### config.mk
export PLATFORM = sky130hd
export DESIGN_NAME = lmd_back
export DESIGN_NICKNAME = d
export VERILOG_FILES = /design/src/rtl/core/lmd_pkg.sv /design/src/rtl/core/lmd_back.sv
export VERILOG_INCLUDE_DIRS = /design/src /design/src/rtl/core
export SDC_FILE = /design/constraint.sdc
export NUM_CORES = 1
export LEC_CHECK = 0
export BUFFER_PORTS_ARGS = -buffer_cell sky130_fd_sc_hd__buf_2
export CAP_MARGIN = 15
export CORE_MARGIN = 4
export CORE_UTILIZATION = 45
export DETAILED_ROUTE_END_ITERATION = 8
export PLACE_DENSITY = 0.77
export REMOVE_ABC_BUFFERS = 1
export SLEW_MARGIN = 0
export SYNTH_ARGS = -nofsm -noshare
export SYNTH_HDL_FRONTEND = slang
export SYNTH_SLANG_ARGS = --single-unit
### constraint.sdc
create_clock -name clock -period 5.6 [get_ports clock]
set_input_delay 0.56 -clock clock [delete_from_list [all_inputs] [get_ports clock]]
set_output_delay 0.56 -clock clock [all_outputs]
set_load 0.005 [all_outputs]
### src/rtl/core/local_maximum_3x3_detector_defines.svh
// assertion macros shared by the local maximum 3x3 detector rtl
// no dependencies; the asserting modules expect ports named clock and reset
`ifndef LOCAL_MAXIMUM_3X3_DETECTOR_DEFINES_SVH
`define LOCAL_MAXIMUM_3X3_DETECTOR_DEFINES_SVH

`ifndef NO_ASSERTIONS

// property that must hold at every clock edge out of reset
`define LMD_ASSERT(label, prop, msg) \
   label: assert property (@(posedge clock) disable iff (reset) (prop)) else $error(msg);

// consequence that must hold in the cycle after the antecedent
`define LMD_ASSERT_NEXT(label, ante, cons, msg) \
   label: assert property (@(posedge clock) disable iff (reset) (ante) |=> (cons)) \
      else $error(msg);

`else

`define LMD_ASSERT(label, prop, msg)
`define LMD_ASSERT_NEXT(label, ante, cons, msg)

`endif

`endif

### src/rtl/core/lmd_pkg.sv
// shared types and constants of the local maximum 3x3 detector
// no dependencies; used by every module of the block but lmd_ram
package lmd_pkg;

   // frame limits and sample width
   localparam int MAX_COLUMNS = 1024;
   localparam int MAX_ROWS    = 4096;
   localparam int SAMPLE_BITS = 16;

   // derived widths
   localparam int COL_BITS       = $clog2(MAX_COLUMNS);
   localparam int CROW_BITS      = $clog2(MAX_ROWS);
   localparam int CFG_COL_BITS   = $clog2(MAX_COLUMNS + 1);
   localparam int CFG_ROW_BITS   = $clog2(MAX_ROWS + 1);
   localparam int ROW_BITS       = CFG_ROW_BITS;
   localparam int CSR_DATA_BITS  = (CFG_COL_BITS > CFG_ROW_BITS) ? CFG_COL_BITS : CFG_ROW_BITS;
   localparam int CSR_INDEX_BITS = 1;
   localparam int LINE_BITS      = 2 * SAMPLE_BITS;
   localparam int PEAK_BITS      = 23;

   // queue between the front and back ends
   localparam int QUEUE_DEPTH = 4;
   localparam int QPTR_BITS   = $clog2(QUEUE_DEPTH);
   localparam int QCOUNT_BITS = $clog2(QUEUE_DEPTH + 1);

   // response queue
   localparam int OUT_DEPTH   = 2;
   localparam int OPTR_BITS   = $clog2(OUT_DEPTH);
   localparam int OCOUNT_BITS = $clog2(OUT_DEPTH + 1);

   // register indexes
   typedef enum logic [CSR_INDEX_BITS-1:0] {
      CSR_COLUMN_COUNT = 1'b0,
      CSR_ROW_COUNT    = 1'b1
   } csr_index_type;

   typedef logic signed [SAMPLE_BITS-1:0] sample_type;

   // window cells, indexed [row][column], column 2 is the newest
   typedef sample_type [2:0][2:0] window_type;

   // classification of one request
   typedef struct packed {
      logic                 dec_mid;    // decides the centre one column back
      logic                 dec_end;    // decides the centre at the end of the row
      logic                 left_mid;   // left neighbour exists for the middle centre
      logic                 up;         // row above the centres exists
      logic                 down;       // row below the centres exists
      logic                 restart;    // frame ends after this request
      logic [CROW_BITS-1:0] centre_row;
      logic [COL_BITS-1:0]  column;     // column of the request itself
   } item_info_type;

   // request held between accept and the line store update
   typedef struct packed {
      item_info_type info;
      sample_type    sample;
   } stage_type;

   // entry of the queue between front and back
   typedef struct packed {
      item_info_type info;
      window_type    win;
   } packet_type;

   // one decided centre
   typedef struct packed {
      logic                 is_peak;
      logic [CROW_BITS-1:0] centre_row;
      logic [COL_BITS-1:0]  centre_column;
      sample_type           centre_value;
      logic [PEAK_BITS-1:0] peaks_so_far;
      logic                 last_of_run;
   } result_type;

   // back end walk over the centres of one packet
   typedef enum logic {
      BACK_FIRST,
      BACK_SECOND
   } back_state_type;

endpackage

### src/rtl/core/lmd_back.sv
// back end: decides centres of queued windows, keeps the peak count, result queue
// depends on lmd_pkg
`include "local_maximum_3x3_detector_defines.svh"

module lmd_back import lmd_pkg::*; (
   input  logic                   clock,
   input  logic                   reset,
   input  logic                   pkt_valid,
   input  packet_type             pkt,
   output logic                   pkt_pop,
   output logic                   rsp_empty,
   input  logic                   rsp_pop,
   output logic                   rsp_is_peak,
   output logic [CROW_BITS-1:0]   rsp_centre_row,
   output logic [COL_BITS-1:0]    rsp_centre_column,
   output sample_type             rsp_centre_value,
   output logic [PEAK_BITS-1:0]   rsp_peaks_so_far,
   output logic                   rsp_last_of_run
);

   back_state_type          state_ff, state_in;
   logic [PEAK_BITS-1:0]    peak_ff, peak_in;
   result_type              out_mem_ff [OUT_DEPTH];
   logic [OPTR_BITS-1:0]    out_wr_ff, out_wr_in;
   logic [OPTR_BITS-1:0]    out_rd_ff, out_rd_in;
   logic [OCOUNT_BITS-1:0]  out_count_ff, out_count_in;

   logic                    second;
   logic                    emit;
   logic                    done;
   logic                    step;
   logic                    out_push;
   logic                    out_pop;
   logic                    is_peak;
   result_type              result;

   // which centre of the packet is up
   always_comb begin
      second = (state_ff == BACK_SECOND) || !pkt.info.dec_mid;
      emit   = second ? pkt.info.dec_end : pkt.info.dec_mid;
      done   = second || !pkt.info.dec_end;
      step   = pkt_valid && (!emit || (out_count_ff != OCOUNT_BITS'(OUT_DEPTH)));
   end

   // next state
   always_comb begin
      state_in = state_ff;
      if (step) begin
         unique case (state_ff)
            BACK_FIRST:  state_in = done ? BACK_FIRST : BACK_SECOND;
            BACK_SECOND: state_in = BACK_FIRST;
            default:     state_in = BACK_FIRST;
         endcase
      end
   end

   // outputs of the walk
   always_comb begin
      pkt_pop  = step && done;
      out_push = step && emit;
   end

   // strict maximum over the neighbours that exist
   always_comb begin
      sample_type lc [3];
      sample_type cc [3];
      sample_type rc [3];
      logic       left;
      logic       right;
      logic       row_on;
      for (int r = 0; r < 3; r++) begin
         lc[r] = second ? pkt.win[r][1] : pkt.win[r][0];
         cc[r] = second ? pkt.win[r][2] : pkt.win[r][1];
         rc[r] = pkt.win[r][2];
      end
      left    = second ? (pkt.info.column != '0) : pkt.info.left_mid;
      right   = !second;
      is_peak = 1'b1;
      for (int r = 0; r < 3; r++) begin
         row_on = (r == 0) ? pkt.info.up : ((r == 2) ? pkt.info.down : 1'b1);
         if (row_on && left && (lc[r] >= cc[1])) begin
            is_peak = 1'b0;
         end
         if (row_on && (r != 1) && (cc[r] >= cc[1])) begin
            is_peak = 1'b0;
         end
         if (row_on && right && (rc[r] >= cc[1])) begin
            is_peak = 1'b0;
         end
      end
   end

   // result record
   always_comb begin
      result.is_peak       = is_peak;
      result.centre_row    = pkt.info.centre_row;
      result.centre_column = second ? pkt.info.column : COL_BITS'(pkt.info.column - 1'b1);
      result.centre_value  = second ? pkt.win[1][2] : pkt.win[1][1];
      result.peaks_so_far  = is_peak ? PEAK_BITS'(peak_ff + 1'b1) : peak_ff;
      result.last_of_run   = done;
   end

   // peak count, cleared once the last request of a frame is done
   always_comb begin
      peak_in = peak_ff;
      if (out_push) begin
         peak_in = result.peaks_so_far;
      end
      if (pkt_pop && pkt.info.restart) begin
         peak_in = '0;
      end
   end

   // result queue
   assign out_pop = rsp_pop && !rsp_empty;

   always_comb begin
      out_wr_in    = out_wr_ff;
      out_rd_in    = out_rd_ff;
      out_count_in = out_count_ff;
      if (out_push) begin
         out_wr_in = (out_wr_ff == OPTR_BITS'(OUT_DEPTH - 1)) ? '0 : out_wr_ff + 1'b1;
      end
      if (out_pop) begin
         out_rd_in = (out_rd_ff == OPTR_BITS'(OUT_DEPTH - 1)) ? '0 : out_rd_ff + 1'b1;
      end
      if (out_push && !out_pop) begin
         out_count_in = out_count_ff + 1'b1;
      end else if (out_pop && !out_push) begin
         out_count_in = out_count_ff - 1'b1;
      end
   end

   always_ff @(posedge clock) begin
      if (reset) begin
         state_ff     <= BACK_FIRST;
         peak_ff      <= '0;
         out_wr_ff    <= '0;
         out_rd_ff    <= '0;
         out_count_ff <= '0;
      end else begin
         state_ff     <= state_in;
         peak_ff      <= peak_in;
         out_wr_ff    <= out_wr_in;
         out_rd_ff    <= out_rd_in;
         out_count_ff <= out_count_in;
      end
   end

   always_ff @(posedge clock) begin
      if (out_push) begin
         out_mem_ff[out_wr_ff] <= result;
      end
   end

   assign rsp_empty         = (out_count_ff == '0);
   assign rsp_is_peak       = out_mem_ff[out_rd_ff].is_peak;
   assign rsp_centre_row    = out_mem_ff[out_rd_ff].centre_row;
   assign rsp_centre_column = out_mem_ff[out_rd_ff].centre_column;
   assign rsp_centre_value  = out_mem_ff[out_rd_ff].centre_value;
   assign rsp_peaks_so_far  = out_mem_ff[out_rd_ff].peaks_so_far;
   assign rsp_last_of_run   = out_mem_ff[out_rd_ff].last_of_run;

   `LMD_ASSERT(a_back_second_has_both, (state_ff != BACK_SECOND) || (pkt_valid && pkt.info.dec_mid && pkt.info.dec_end), "second centre without a two-result packet")
   `LMD_ASSERT(a_back_out_bound, out_count_ff <= OCOUNT_BITS'(OUT_DEPTH), "result queue overflow")

endmodule
==> out/results.ini <==
[sta]
fin_crit_sh_pct=89.0
setup_violations=0
drv_slew=0
fmax_mhz=201
hold_violations=0
period_minus_slack_ps=4990
tightestPinTransition_ps=898
rsz0062_at_grt=false
skew_ps=10.9
slew_headroom_pct=40.0

[floorplanning]
fp-row-count=57
core_region_area_um2=24300
fp.dieH_um=165
die_w_um=165
dieArea_um2=27200
num_io_pins=241
start_util_pct=45.6

[route]
first_pass_iters=5
wirelength_um=30500
drt_iter0_drc=737
drc=0
antenna_left=0
wl_per_cell_um=17.6
vias=9680
vias_per_cell=5.59

[yosys]
netlist_instances=1166
seq_area_frac_synth_pct=39.3
synth_area_um2=11100
synth_edf_count=126
ys_ff_latch=155
synth.top_cell.area_share_pct=34.1
syn_avg_cell_area_um2=9.52
synth_cell_types=74
yosys_warnings=0
synth_area_leaders=edfxtp_1 34%, ha_1 13%, nand2_1 10%, mux2_2 6.5%, dfxtp_1 5.2%
synthFlopType=edfxtp_1
synthArstFlopShare_pct=0
yosysTopAreaCell=edfxtp_1

[pwr]
powerDensity_nw_per_um2=283
vdd_ir_drop_max_mv=0.183
p_leak_nw=5.84
finalPower_w=0.00375

[worst_setup_path]
path_max_fanout=25
cpPeakStageDelay_ps=690
crit_required_ps=5740
reg2reg_to=out_mem_ff[0][18]
reg2regPathDepth=15
rrSetupSlack_ps=610
cp_common_cell=nand2_1
path_class=reg2reg
arrival_ps=5130
r2r_start=state_ff
crit_family=simple AND/OR/NAND/NOR gates
critPathLaunchType=flop
worst-path-buf-inv=2
slowest_stage=or3_1
endpoint_kind=flop
crit_path_cell_trace=nand2b_4 > buf_4 > nand2_1 > nand2_1 > inv_1 > ha_1 > a21oi_1 > nand2_1 > a221o_1 > a221oi_1 > mux2i_1 > nand4_1 > or3_1 > nor4_1 > xor2_1

[finish]
syn2layout_area_growth_pct=19.4
drive_above_1_share_pct=27.4
stdcell_count=1732
design_area_um2=13200
diodes=0
nets=1687

[cts]
htree_levels=4
root_buffer=clkbuf_16
cts_buffers=17
path_clk_slew_ps=70
clk_latency_ps=420
cts-resized-gates=0
post_cts_buffers=0
tritoncts=done
clk_path_buf_depth=2
hold_buffers=0
cts.sinks=155

[flow_run]
drv_cap=0

[place]
placed_area_um2=12700
dp_cells=1700
hpwl_um=23600
gp_congestion=0.965
io_buffers=240

[hold_path]
hold_path.class=in2reg
worstHoldStart=pkt[161]
whs_endpoint=out_mem_ff[0][57]
hold_depth=1

[grt]
grt_pass1_wl_um=47000
grt_start_max_net_pins=57
grt_util_all_layers_pct=21.8
grt-ovfl-total=0
grt_pass1_vias=9409
antenna_found_initial=1

[run_status]
status=complete, no violations

## placed cells by master (no fill, tap or decap), types with 25 or more instances in the layout
cell / count
dfxtp_1: 28
a21oi_1: 47
mux2_2: 64
nand4_1: 25
ha_1: 116
inv_1: 41
nor2_1: 35
xnor2_1: 27
buf_2: 240
nand2_1: 296
o21ai_0: 29
edfxtp_1: 126
## flip-flops by register name (all words and copies together) (netlist names), named ones only
name	flops
out_count_ff	2
out_mem_ff	126
out_rd_ff	1
out_wr_ff	1
peak_ff	23
state_ff	1
## power breakdown
group          switching (W)  total [W]  internal (W)
clock               0.000471    0.00104      0.000572
combinational       0.000704    0.00127      0.000563
sequential         0.0000524    0.00144       0.00139
total                0.00123    0.00375       0.00252
## area by class of cell
type / instances / area [µm²]
multi-input combinational: 915 / 6350
timing repair buffer: 262 / 1420
sequential: 155 / 4370
fill: 2211 / 11100
inverter: 44 / 165
clock inverter: 15 / 113
tap: 324 / 405
clock buffer: 17 / 425
## metal layers
metal | global-route usage (%) | routed length (µm) | up-vias
met3 | 3.17 | 2050 | 75
met5 | 0 | 12 | -
met1 | 27.3 | 12600 | 4510
met4 | 9.49 | 1140 | 2
met2 | 37.5 | 14700 | 378
li1 | - | - | 4715
## metrics by stage
step                      hold slack (ps)  setup WS, ps  TNS [ps]  util (%)
after CTS                             317           685         0      54.5
after global placement                468           718         0      52.2
final                                 332           615         0      54.5
after global routing                  314           294         0      54.5
after floorplan                       457         -2740   -447080         -
after detailed placement              484           568         0      52.2
## logic make-up (layout without fill, tap and decap cells)
| group | count (synthesis) | in the layout | synth area share, % |
|---|---|---|---|
| adders and majority gates | 117 | 117 | 13.2 |
| muxes | 81 | 81 | 8.14 |
| AOI/OAI and AO/OA | 174 | 174 | 10.7 |
| xor gates and xnor gates | 49 | 49 | 3.87 |
| buffers and inverters | 96 | 338 | 3.63 |
| and+or+nand+nor | 494 | 494 | 21.2 |
| DFF | 155 | 155 | 39.3 |
## worst max path at each step
stage	from	cells past startpoint	endpoint	slack, ps
4_1_cts	state_ff	15	out_mem_ff[0][18]	680
2_1_floorplan	pkt[171]	3	out_mem_ff[0][0]	-2740
6_report	state_ff	15	out_mem_ff[0][18]	610
3_5_place_dp	pkt[171]	15	out_mem_ff[1][18]	570
3_3_place_gp	pkt[171]	15	out_mem_ff[0][18]	720
5_1_grt	state_ff	14	out_mem_ff[0][18]	290
## Yosys cell counts (all sizes together) (11+ instances only)
| cell type | count |
|---|---|
| inv | 43 |
| and3 | 15 |
| ha | 116 |
| nand3 | 24 |
| clkbuf | 38 |
| xnor2 | 27 |
| edfxtp | 126 |
| nor3 | 17 |
| xor2 | 22 |
| a31o | 13 |
| nand2 | 296 |
| mux2i | 17 |
| buf | 14 |
| a211oi | 13 |
| o21ai | 33 |
| a21o | 11 |
| mux2 | 64 |
| a21oi | 48 |
| nand4 | 25 |
| dfxtp | 29 |
| nor2 | 36 |
(Power assumes the default switching activity.)
