File: src/rtl/core/local_maximum_3x3_detector_defines.svh
// assertion macros shared by the local maximum 3x3 detector rtl
// no dependencies; the asserting modules expect ports named clock and reset
`ifndef LOCAL_MAXIMUM_3X3_DETECTOR_DEFINES_SVH
`define LOCAL_MAXIMUM_3X3_DETECTOR_DEFINES_SVH

`ifndef NO_ASSERTIONS

// property that must hold at every clock edge out of reset
`define LMD_ASSERT(label, prop, msg) \
   label: assert property (@(posedge clock) disable iff (reset) (prop)) else $error(msg);

// consequence that must hold in the cycle after the antecedent
`define LMD_ASSERT_NEXT(label, ante, cons, msg) \
   label: assert property (@(posedge clock) disable iff (reset) (ante) |=> (cons)) \
      else $error(msg);

`else

`define LMD_ASSERT(label, prop, msg)
`define LMD_ASSERT_NEXT(label, ante, cons, msg)

`endif

`endif

File: src/rtl/core/lmd_pkg.sv
// shared types and constants of the local maximum 3x3 detector
// no dependencies; used by every module of the block but lmd_ram
package lmd_pkg;

   // frame limits and sample width
   localparam int MAX_COLUMNS = 1024;
   localparam int MAX_ROWS    = 4096;
   localparam int SAMPLE_BITS = 16;

   // derived widths
   localparam int COL_BITS       = $clog2(MAX_COLUMNS);
   localparam int CROW_BITS      = $clog2(MAX_ROWS);
   localparam int CFG_COL_BITS   = $clog2(MAX_COLUMNS + 1);
   localparam int CFG_ROW_BITS   = $clog2(MAX_ROWS + 1);
   localparam int ROW_BITS       = CFG_ROW_BITS;
   localparam int CSR_DATA_BITS  = (CFG_COL_BITS > CFG_ROW_BITS) ? CFG_COL_BITS : CFG_ROW_BITS;
   localparam int CSR_INDEX_BITS = 1;
   localparam int LINE_BITS      = 2 * SAMPLE_BITS;
   localparam int PEAK_BITS      = 23;

   // queue between the front and back ends
   localparam int QUEUE_DEPTH = 4;
   localparam int QPTR_BITS   = $clog2(QUEUE_DEPTH);
   localparam int QCOUNT_BITS = $clog2(QUEUE_DEPTH + 1);

   // response queue
   localparam int OUT_DEPTH   = 2;
   localparam int OPTR_BITS   = $clog2(OUT_DEPTH);
   localparam int OCOUNT_BITS = $clog2(OUT_DEPTH + 1);

   // register indexes
   typedef enum logic [CSR_INDEX_BITS-1:0] {
      CSR_COLUMN_COUNT = 1'b0,
      CSR_ROW_COUNT    = 1'b1
   } csr_index_type;

   typedef logic signed [SAMPLE_BITS-1:0] sample_type;

   // window cells, indexed [row][column], column 2 is the newest
   typedef sample_type [2:0][2:0] window_type;

   // classification of one request
   typedef struct packed {
      logic                 dec_mid;    // decides the centre one column back
      logic                 dec_end;    // decides the centre at the end of the row
      logic                 left_mid;   // left neighbour exists for the middle centre
      logic                 up;         // row above the centres exists
      logic                 down;       // row below the centres exists
      logic                 restart;    // frame ends after this request
      logic [CROW_BITS-1:0] centre_row;
      logic [COL_BITS-1:0]  column;     // column of the request itself
   } item_info_type;

   // request held between accept and the line store update
   typedef struct packed {
      item_info_type info;
      sample_type    sample;
   } stage_type;

   // entry of the queue between front and back
   typedef struct packed {
      item_info_type info;
      window_type    win;
   } packet_type;

   // one decided centre
   typedef struct packed {
      logic                 is_peak;
      logic [CROW_BITS-1:0] centre_row;
      logic [COL_BITS-1:0]  centre_column;
      sample_type           centre_value;
      logic [PEAK_BITS-1:0] peaks_so_far;
      logic                 last_of_run;
   } result_type;

   // back end walk over the centres of one packet
   typedef enum logic {
      BACK_FIRST,
      BACK_SECOND
   } back_state_type;

endpackage

File: src/rtl/core/lmd_queue.sv
// small register queue of classified windows between front and back ends
// depends on lmd_pkg
`include "local_maximum_3x3_detector_defines.svh"

module lmd_queue import lmd_pkg::*; (
   input  logic                   clock,
   input  logic                   reset,
   input  logic                   push,
   input  packet_type             push_data,
   input  logic                   pop,
   output logic                   head_valid,
   output packet_type             head,
   output logic [QCOUNT_BITS-1:0] count
);

   packet_type             mem_ff [QUEUE_DEPTH];
   logic [QPTR_BITS-1:0]   wr_ptr_ff, wr_ptr_in;
   logic [QPTR_BITS-1:0]   rd_ptr_ff, rd_ptr_in;
   logic [QCOUNT_BITS-1:0] count_ff, count_in;

   // pointer and fill count
   always_comb begin
      wr_ptr_in = wr_ptr_ff;
      rd_ptr_in = rd_ptr_ff;
      count_in  = count_ff;
      if (push) begin
         wr_ptr_in = (wr_ptr_ff == QPTR_BITS'(QUEUE_DEPTH - 1)) ? '0 : wr_ptr_ff + 1'b1;
      end
      if (pop) begin
         rd_ptr_in = (rd_ptr_ff == QPTR_BITS'(QUEUE_DEPTH - 1)) ? '0 : rd_ptr_ff + 1'b1;
      end
      if (push && !pop) begin
         count_in = count_ff + 1'b1;
      end else if (pop && !push) begin
         count_in = count_ff - 1'b1;
      end
   end

   always_ff @(posedge clock) begin
      if (reset) begin
         wr_ptr_ff <= '0;
         rd_ptr_ff <= '0;
         count_ff  <= '0;
      end else begin
         wr_ptr_ff <= wr_ptr_in;
         rd_ptr_ff <= rd_ptr_in;
         count_ff  <= count_in;
      end
   end

   // storage
   always_ff @(posedge clock) begin
      if (push) begin
         mem_ff[wr_ptr_ff] <= push_data;
      end
   end

   assign head_valid = (count_ff != '0);
   assign head       = mem_ff[rd_ptr_ff];
   assign count      = count_ff;

   `LMD_ASSERT(a_queue_no_overflow, !(push && !pop && count_ff == QCOUNT_BITS'(QUEUE_DEPTH)), "queue overflow")
   `LMD_ASSERT(a_queue_no_underflow, !(pop && count_ff == '0), "queue underflow")

endmodule

File: config.mk
export PLATFORM = sky130hd
export DESIGN_NAME = lmd_queue
export DESIGN_NICKNAME = d
export VERILOG_FILES = /design/src/rtl/core/lmd_pkg.sv /design/src/rtl/core/lmd_queue.sv
export VERILOG_INCLUDE_DIRS = /design/src /design/src/rtl/core
export SDC_FILE = /design/constraint.sdc
export NUM_CORES = 1
export LEC_CHECK = 0
export BUFFER_PORTS_ARGS = -buffer_cell sky130_fd_sc_hd__buf_2
export CAP_MARGIN = 10
export CORE_UTILIZATION = 51
export CTS_CLUSTER_SIZE = 12
export DETAILED_ROUTE_END_ITERATION = 8
export PLACE_DENSITY = 0.73
export SETUP_SLACK_MARGIN = 0.3
export SLEW_MARGIN = 20
export SYNTH_ARGS = -nofsm -noshare
export SYNTH_HDL_FRONTEND = slang
export SYNTH_SLANG_ARGS = --single-unit
export TNS_END_PERCENT = 10
File: constraint.sdc
create_clock -name clock -period 5 [get_ports clock]
set_input_delay 0.75 -clock clock [delete_from_list [all_inputs] [get_ports clock]]
set_output_delay 0.75 -clock clock [all_outputs]
set_load 0.02 [all_outputs]
==> flow_metrics.py, run 1 <==
metrics = {
    "status": {
        "status": "finished, final reports clean",
    },
    "power_and_ir_drop": {
        "leakage_nw": 10.02,
        "peakVddDrop_mv": 0.3373,
        "p_per_area_nw_per_um2": 426.5,
    },
    "die": {
        "die_area_um2": 50340,
        "design.core.area_um2": 48850,
        "die_y_um": 224.4,
        "fp-row-count": 81,
        "io_pins": 352,
        "die_w_um": 224.4,
        "initial_core_util": 0.5163,
    },
    "timing": {
        "fin_crit_ps": 3471,
        "holdWs_ps": 357.0,
        "fin_skew_ps": 22.62,
        "worstMarginPinSlew_ps": 976.9,
        "fin_crit_sh": 0.6942,
        "drv_slew": 0,
        "setup_viol": 0,
        "hold_viol": 0,
        "fmax_mhz": 288.1,
        "relSlewSlack": 0.3487,
        "rsz0062_at_grt": "false",
    },
    "clocking": {
        "numClockSinks": 697,
        "cts_setup_buffers": 0,
        "cts_max_level": 3,
        "cts-root-buf": "clkbuf_16",
        "clockBufferDepth": 3,
        "path_clk_slew_ps": 60,
        "clk_latency_ps": 600,
        "cts_tree": "yes",
        "holdBufCountCts": 0,
        "ctsResizeCount": 0,
        "cts_buffers": 72,
    },
    "critical_path": {
        "crit_type": "reg2out",
        "required_ps": 4250,
        "reg2reg_slack_ps": 2760,
        "worstPathArrival_ps": 2720,
        "cp_max_fo": 43,
        "critPathLaunchType": "flop",
        "end_kind": "output port",
    },
    "synth": {
        "seq_area_frac_synth": 0.8263,
        "yosysUniqueCellTypes": 19,
        "synth_ff_type": "edfxtp_1",
        "syn-num-nets": 1124,
        "yosys_warnings": 0,
        "synth_top_area_frac": 0.8192,
        "syn_inst": 941,
        "synth.avg_cell_area_um2": 26.80,
        "synth-seq-cells": 697,
        "synth_area_leaders": "edfxtp_1, mux4_2, dfxtp_1",
        "yosysTopAreaCell": "edfxtp_1",
        "syn_area_um2": 25220,
        "synth_edf_count": 688,
        "async_flop_share": 0,
    },
    "global_routing": {
        "grt_pass1_vias": 11855,
        "grt_remaining_overflow": 0,
        "grt_pass1_wl_um": 72060,
        "antenna_found_initial": 16,
        "grt_usage": 0.1954,
        "grt_max_degree": 79,
    },
    "placement": {
        "port_buffers": 351,
        "dp_hpwl_um": 28650,
        "gp_congestion": 0.7361,
    },
    "detailed_routing": {
        "vias_per_cell": 5.512,
        "postRouteAntennaNets": 0,
        "route.detailed.drc": 0,
        "first_pass_iters": 5,
        "first_iter_violations": 804,
        "detail_route.wl_per_cell_um": 23.58,
        "routed_wl_um": 48430,
        "vias": 11321,
    },
    "final_layout": {
        "nets": 1533,
        "fin_util": 0.6131,
        "syn2layout_area_growth_pct": 18.74,
        "layout-drive-gt1-share": 0.4596,
    },
    "run": {
        "drv_cap": 0,
    },
    "worst_hold_path": {
        "hp-class": "in2reg",
    },
}
==> routing by layer <==
metal / track usage / part of all wire / vias to the layer above
met4: 0.06803 / 0.020 / 24
met2: 0.2977 / 0.48 / 390
li1: - / - / 4897
met3: 0.07185 / 0.094 / 89
met1: 0.2621 / 0.41 / 5921
met5: 0 / 0.0037 / -
==> area by class of cell <==
class	count	area [um2]
flip-flops and latches	697	20850
fillers	3346	18900
multi-input cells	202	4123
repair buffers	373	2059
clock buffers	94	1948
well taps	664	830.8
clock inverters	16	113.9
inverters	4	15.01
diodes	4	10.01
==> registers in the layout, summed over array words and instances (netlist names), named ones only <==
register   count
mem_ff       688
count          3
rd_ptr_ff      2
wr_ptr_ff      2
==> kinds of logic after synthesis <==
logic type	Yosys count	synth area share
fa+ha+maj	7	0.003770
mux	176	0.1552
flops	697	0.8263
buf+inv	42	0.01062
compound gates	3	0.0005952
xor+xnor	2	0.0006947
simple gates	14	0.002828
==> critical path, cell delays in order (launching register included) <==
cell	delay [ps]
dfxtp_4	940
buf_4	420
mux4_2	550
buf_2	190
==> per-stage QoR <==
stage               instances  setup WS (ps)  power (mW)  TNS [ps]  area [um2]
finish                   2054           1529       12.77         0       29950
global route             2052           1309       13.20         0       29940
floorplan                 941         -215.7       7.662   -111240       25220
CTS                      2050           1371       12.93         0       29940
detailed placement       1940           2034       8.132         0       27880
global placement         1940           2057       8.101         0       27880
==> final timing paths <==
path,from,endpoint,cells past startpoint
worst max-delay path,flop,head[30],3
worst min register to register,count[2],count[2],2
worst min-delay path,push_data[4],mem_ff[1][4],1
worst max register to register,wr_ptr_ff[0],mem_ff[2][127],4
==> placed cells by master, fill, tap and decap left out, types with 4 or more instances in the layout <==
master	synthesis	layout
buf_2	19	351
ha_1	6	6
buf_4	3	11
mux4_2	172	172
inv_1	4	4
edfxtp_1	688	688
diode_2	0	4
and2_4	0	4
clkbuf_1	2	19
nor2_1	7	7
dfxtp_1	9	7
inv_6	0	4
buf_12	0	11
clkinv_1	0	5
mux2i_1	4	4
clkbuf_16	0	75
clkinv_2	0	6
==> report_power, final <==
part	switching [mW]	internal (mW)
clock	2.02	2.77
combinational	0.723	0.480
sequential	0.0825	6.70
==> synth_stat cells (3+ instances only) <==
cell / n
mux2i_1: 4
buf_1: 4
buf_2: 19
and2_1: 4
mux4_2: 172
edfxtp_1: 688
ha_1: 6
dfxtp_1: 9
buf_4: 3
nor2_1: 7
buf_6: 10
inv_1: 4
Note: power is estimated with default switching activity, not from simulation.
==> run 2, diff against run 1 <==
--- a/config.mk
+++ b/config.mk
@@ -6,12 +6,13 @@
 export SDC_FILE = /design/constraint.sdc
 export NUM_CORES = 1
 export LEC_CHECK = 0
+export ABC_AREA = 1
 export BUFFER_PORTS_ARGS = -buffer_cell sky130_fd_sc_hd__buf_2
 export CAP_MARGIN = 10
-export CORE_UTILIZATION = 51
+export CORE_UTILIZATION = 57
 export CTS_CLUSTER_SIZE = 12
 export DETAILED_ROUTE_END_ITERATION = 8
-export PLACE_DENSITY = 0.73
+export PLACE_DENSITY = 0.77
 export SETUP_SLACK_MARGIN = 0.3
 export SLEW_MARGIN = 20
 export SYNTH_ARGS = -nofsm -noshare
==> constraint.sdc (replaced) <==
create_clock -name clock -period 3.3 [get_ports clock]
set_input_delay 0.495 -clock clock [delete_from_list [all_inputs] [get_ports clock]]
set_output_delay 0.495 -clock clock [all_outputs]
set_load 0.02 [all_outputs]
==> flow_metrics.py, run 2 <==
metrics = {
    "global_routing": {
        "grt_remaining_overflow": 0,
        "grt_usage": 0.2410,
        "antenna_found_initial": 17,
        "grt_max_degree": 150,
        "grt_pass1_vias": 15550,
        "grt_pass1_wl_um": 84700,
    },
    "die": {
        "fp-row-count": 77,
        "design.core.area_um2": 44410,
        "die_area_um2": 46130,
        "die_y_um": 214.8,
        "die_w_um": 214.8,
        "initial_core_util": 0.5810,
        "io_pins": 352,
    },
    "clocking": {
        "cts_tree": "yes",
        "clk_latency_ps": 590,
        "cts_max_level": 3,
        "cts-root-buf": "clkbuf_16",
        "cts_buffers": 70,
        "clockBufferDepth": 3,
        "numClockSinks": 697,
        "path_clk_slew_ps": 60,
    },
    "placement": {
        "pre_cts_slack_ps": 853.7,
        "placed_area_um2": 28240,
        "gp_congestion": 0.7725,
        "dp_hpwl_um": 31310,
        "port_buffers": 351,
    },
    "power_and_ir_drop": {
        "p_total_mw": 19.41,
        "peakVddDrop_mv": 0.5015,
        "p_per_area_nw_per_um2": 640.4,
        "leakage_nw": 10.55,
    },
    "synth": {
        "synth_ff_type": "edfxtp_1",
        "seq_area_frac_synth": 0.8076,
        "syn_area_um2": 25810,
        "async_flop_share": 0,
        "syn_inst": 1722,
        "synth_top_area_frac": 0.8006,
        "synth_area_leaders": "edfxtp_1, o21ai_0, nor2_1",
        "yosysUniqueCellTypes": 21,
        "synth_edf_count": 688,
        "synth.avg_cell_area_um2": 14.99,
        "synth_most_common_cell": "edfxtp_1",
        "syn-num-nets": 1905,
        "synth_common_cells": "edfxtp_1, nor2_1, o21ai_0",
        "yosys_warnings": 0,
        "yosysTopAreaCell": "edfxtp_1",
        "synth-seq-cells": 697,
    },
    "detailed_routing": {
        "wl_met3_um": 5280,
        "vias": 15771,
        "wl_met1_um": 22090,
        "dr.max_layer_used": "met5",
        "postRouteAntennaNets": 0,
        "wl_met2_um": 28020,
        "vias_per_cell": 5.839,
        "detail_route.wl_per_cell_um": 21.00,
        "first_pass_iters": 5,
        "first_iter_violations": 1507,
        "routed_wl_um": 56720,
        "route.detailed.drc": 0,
    },
    "timing": {
        "setup_viol": 0,
        "fin_skew_ps": 18.31,
        "fmax_mhz": 353.1,
        "fin_crit_sh": 0.8583,
        "holdWs_ps": 107.9,
        "drv_slew": 0,
        "fin_crit_ps": 2832,
        "rsz0062_at_grt": "true",
        "hold_viol": 0,
        "fin_ws_ps": 467.7,
        "worstMarginPinSlew_ps": 1033,
        "relSlewSlack": 0.3099,
    },
    "critical_path": {
        "r2r-start": "wr_ptr_ff[0]",
        "critPathTopFamily": "buffers and inverters",
        "cp_num_buf_inv": 3,
        "critPathMaxStageDelay_ps": 420,
        "cp_max_fo": 107,
        "worstPathArrival_ps": 2340,
        "path_cells": "clkinv_8 -> buf_4 -> o21ai_0 -> o22ai_1 -> buf_2",
        "end_kind": "output port",
        "required_ps": 2800,
        "critPathLaunchType": "flop",
        "reg2reg_slack_ps": 1020,
        "crit_type": "reg2out",
        "critPathSlowestCell": "dfxtp_4",
    },
    "run": {
        "drv_cap": 0,
    },
    "final_layout": {
        "mostFrequentLayoutCell": "edfxtp_1",
        "largest_reg_flops": 688,
        "finalInstanceArea_um2": 30310,
        "layout-drive-gt1-share": 0.2331,
        "num-fill-cells": 2963,
        "nets": 2255,
        "final_cell_mix": "edfxtp_1, nor2_1, buf_2, o21ai_0, o22ai_1",
        "syn2layout_area_growth_pct": 17.45,
        "regMostFlops": "mem_ff",
    },
    "status": {
        "status": "finished, final reports clean",
    },
    "worst_hold_path": {
        "min_from": "reset",
        "hp-class": "in2reg",
    },
}
-- run 2: cell types whose count changed after synthesis, sizes merged, moves of 4 or more --
cell,delta
nor2,+346
o21ai,+346
mux4,-172
o22ai,+172
clkbuf,+66
inv,+11
buf,+9
nand2,+9
and2,-4
mux2i,-4
-- run 2: kinds of logic after synthesis --
family                   Yosys count  synth area share
buffers and inverters            129           0.02536
adder cells (fa/ha/maj)            7          0.003685
flip-flops                       697            0.8076
XOR/XNOR                           1         0.0003395
AO/OA/AOI/OAI                    522            0.1096
AND/OR/NAND/NOR                  366           0.05348
-- run 2: final cells by class --
type | count | area [um2] | share of cell area
clock inverter | 12 | 95.09 | 0.003137
timing repair buffer | 391 | 2298 | 0.07583
tap | 592 | 740.7 | 0.02444
antenna | 7 | 17.52 | 0.0005779
sequential | 697 | 20850 | 0.6879
inverter | 16 | 90.09 | 0.002972
multi-input combinational | 896 | 4327 | 0.1428
clock buffer | 90 | 1891 | 0.06238
-- run 2: metal layers --
layer | up-vias | GRT usage
met5 | - | 0
met4 | 26 | 0.07548
met3 | 124 | 0.07785
met2 | 600 | 0.3948
met1 | 7797 | 0.3073
li1 | 7224 | -
-- run 2: path summary, 6_finish.rpt --
path / endpoint / cells after the start
max reg2reg: mem_ff[0][54] / 5
max: head[3] / 5
min reg2reg: wr_ptr_ff[1] / 2
min: wr_ptr_ff[0] / 2
-- run 2: power by group --
group          internal (mW)  switching, mW  total (mW)  leakage, nW
combinational          0.634           1.51        2.15         3.19
sequential              10.1         0.0968        10.2         6.40
clock                   4.07           2.97        7.04        0.970
-- run 2: through the flow --
stage               utilization  instances  setup TNS, ps
finish                   0.6824       2701              0
global route             0.6821       2696              0
CTS                      0.6807       2692              0
global placement         0.6359       2590              0
detailed placement       0.6359       2590              0
floorplan                     -       1722        -180790
-- run 2: repair_timing --
item | 4_1_cts | 5_1_grt
cloned | 0 | 1
pin swaps | 0 | 0
buffers inserted | 0 | 1
gates resized for setup | 1 | 2
hold buffers | 0 | 0
setup endpoints to repair | 6 | 76
endpoints found under the hold margin | 0 | 0
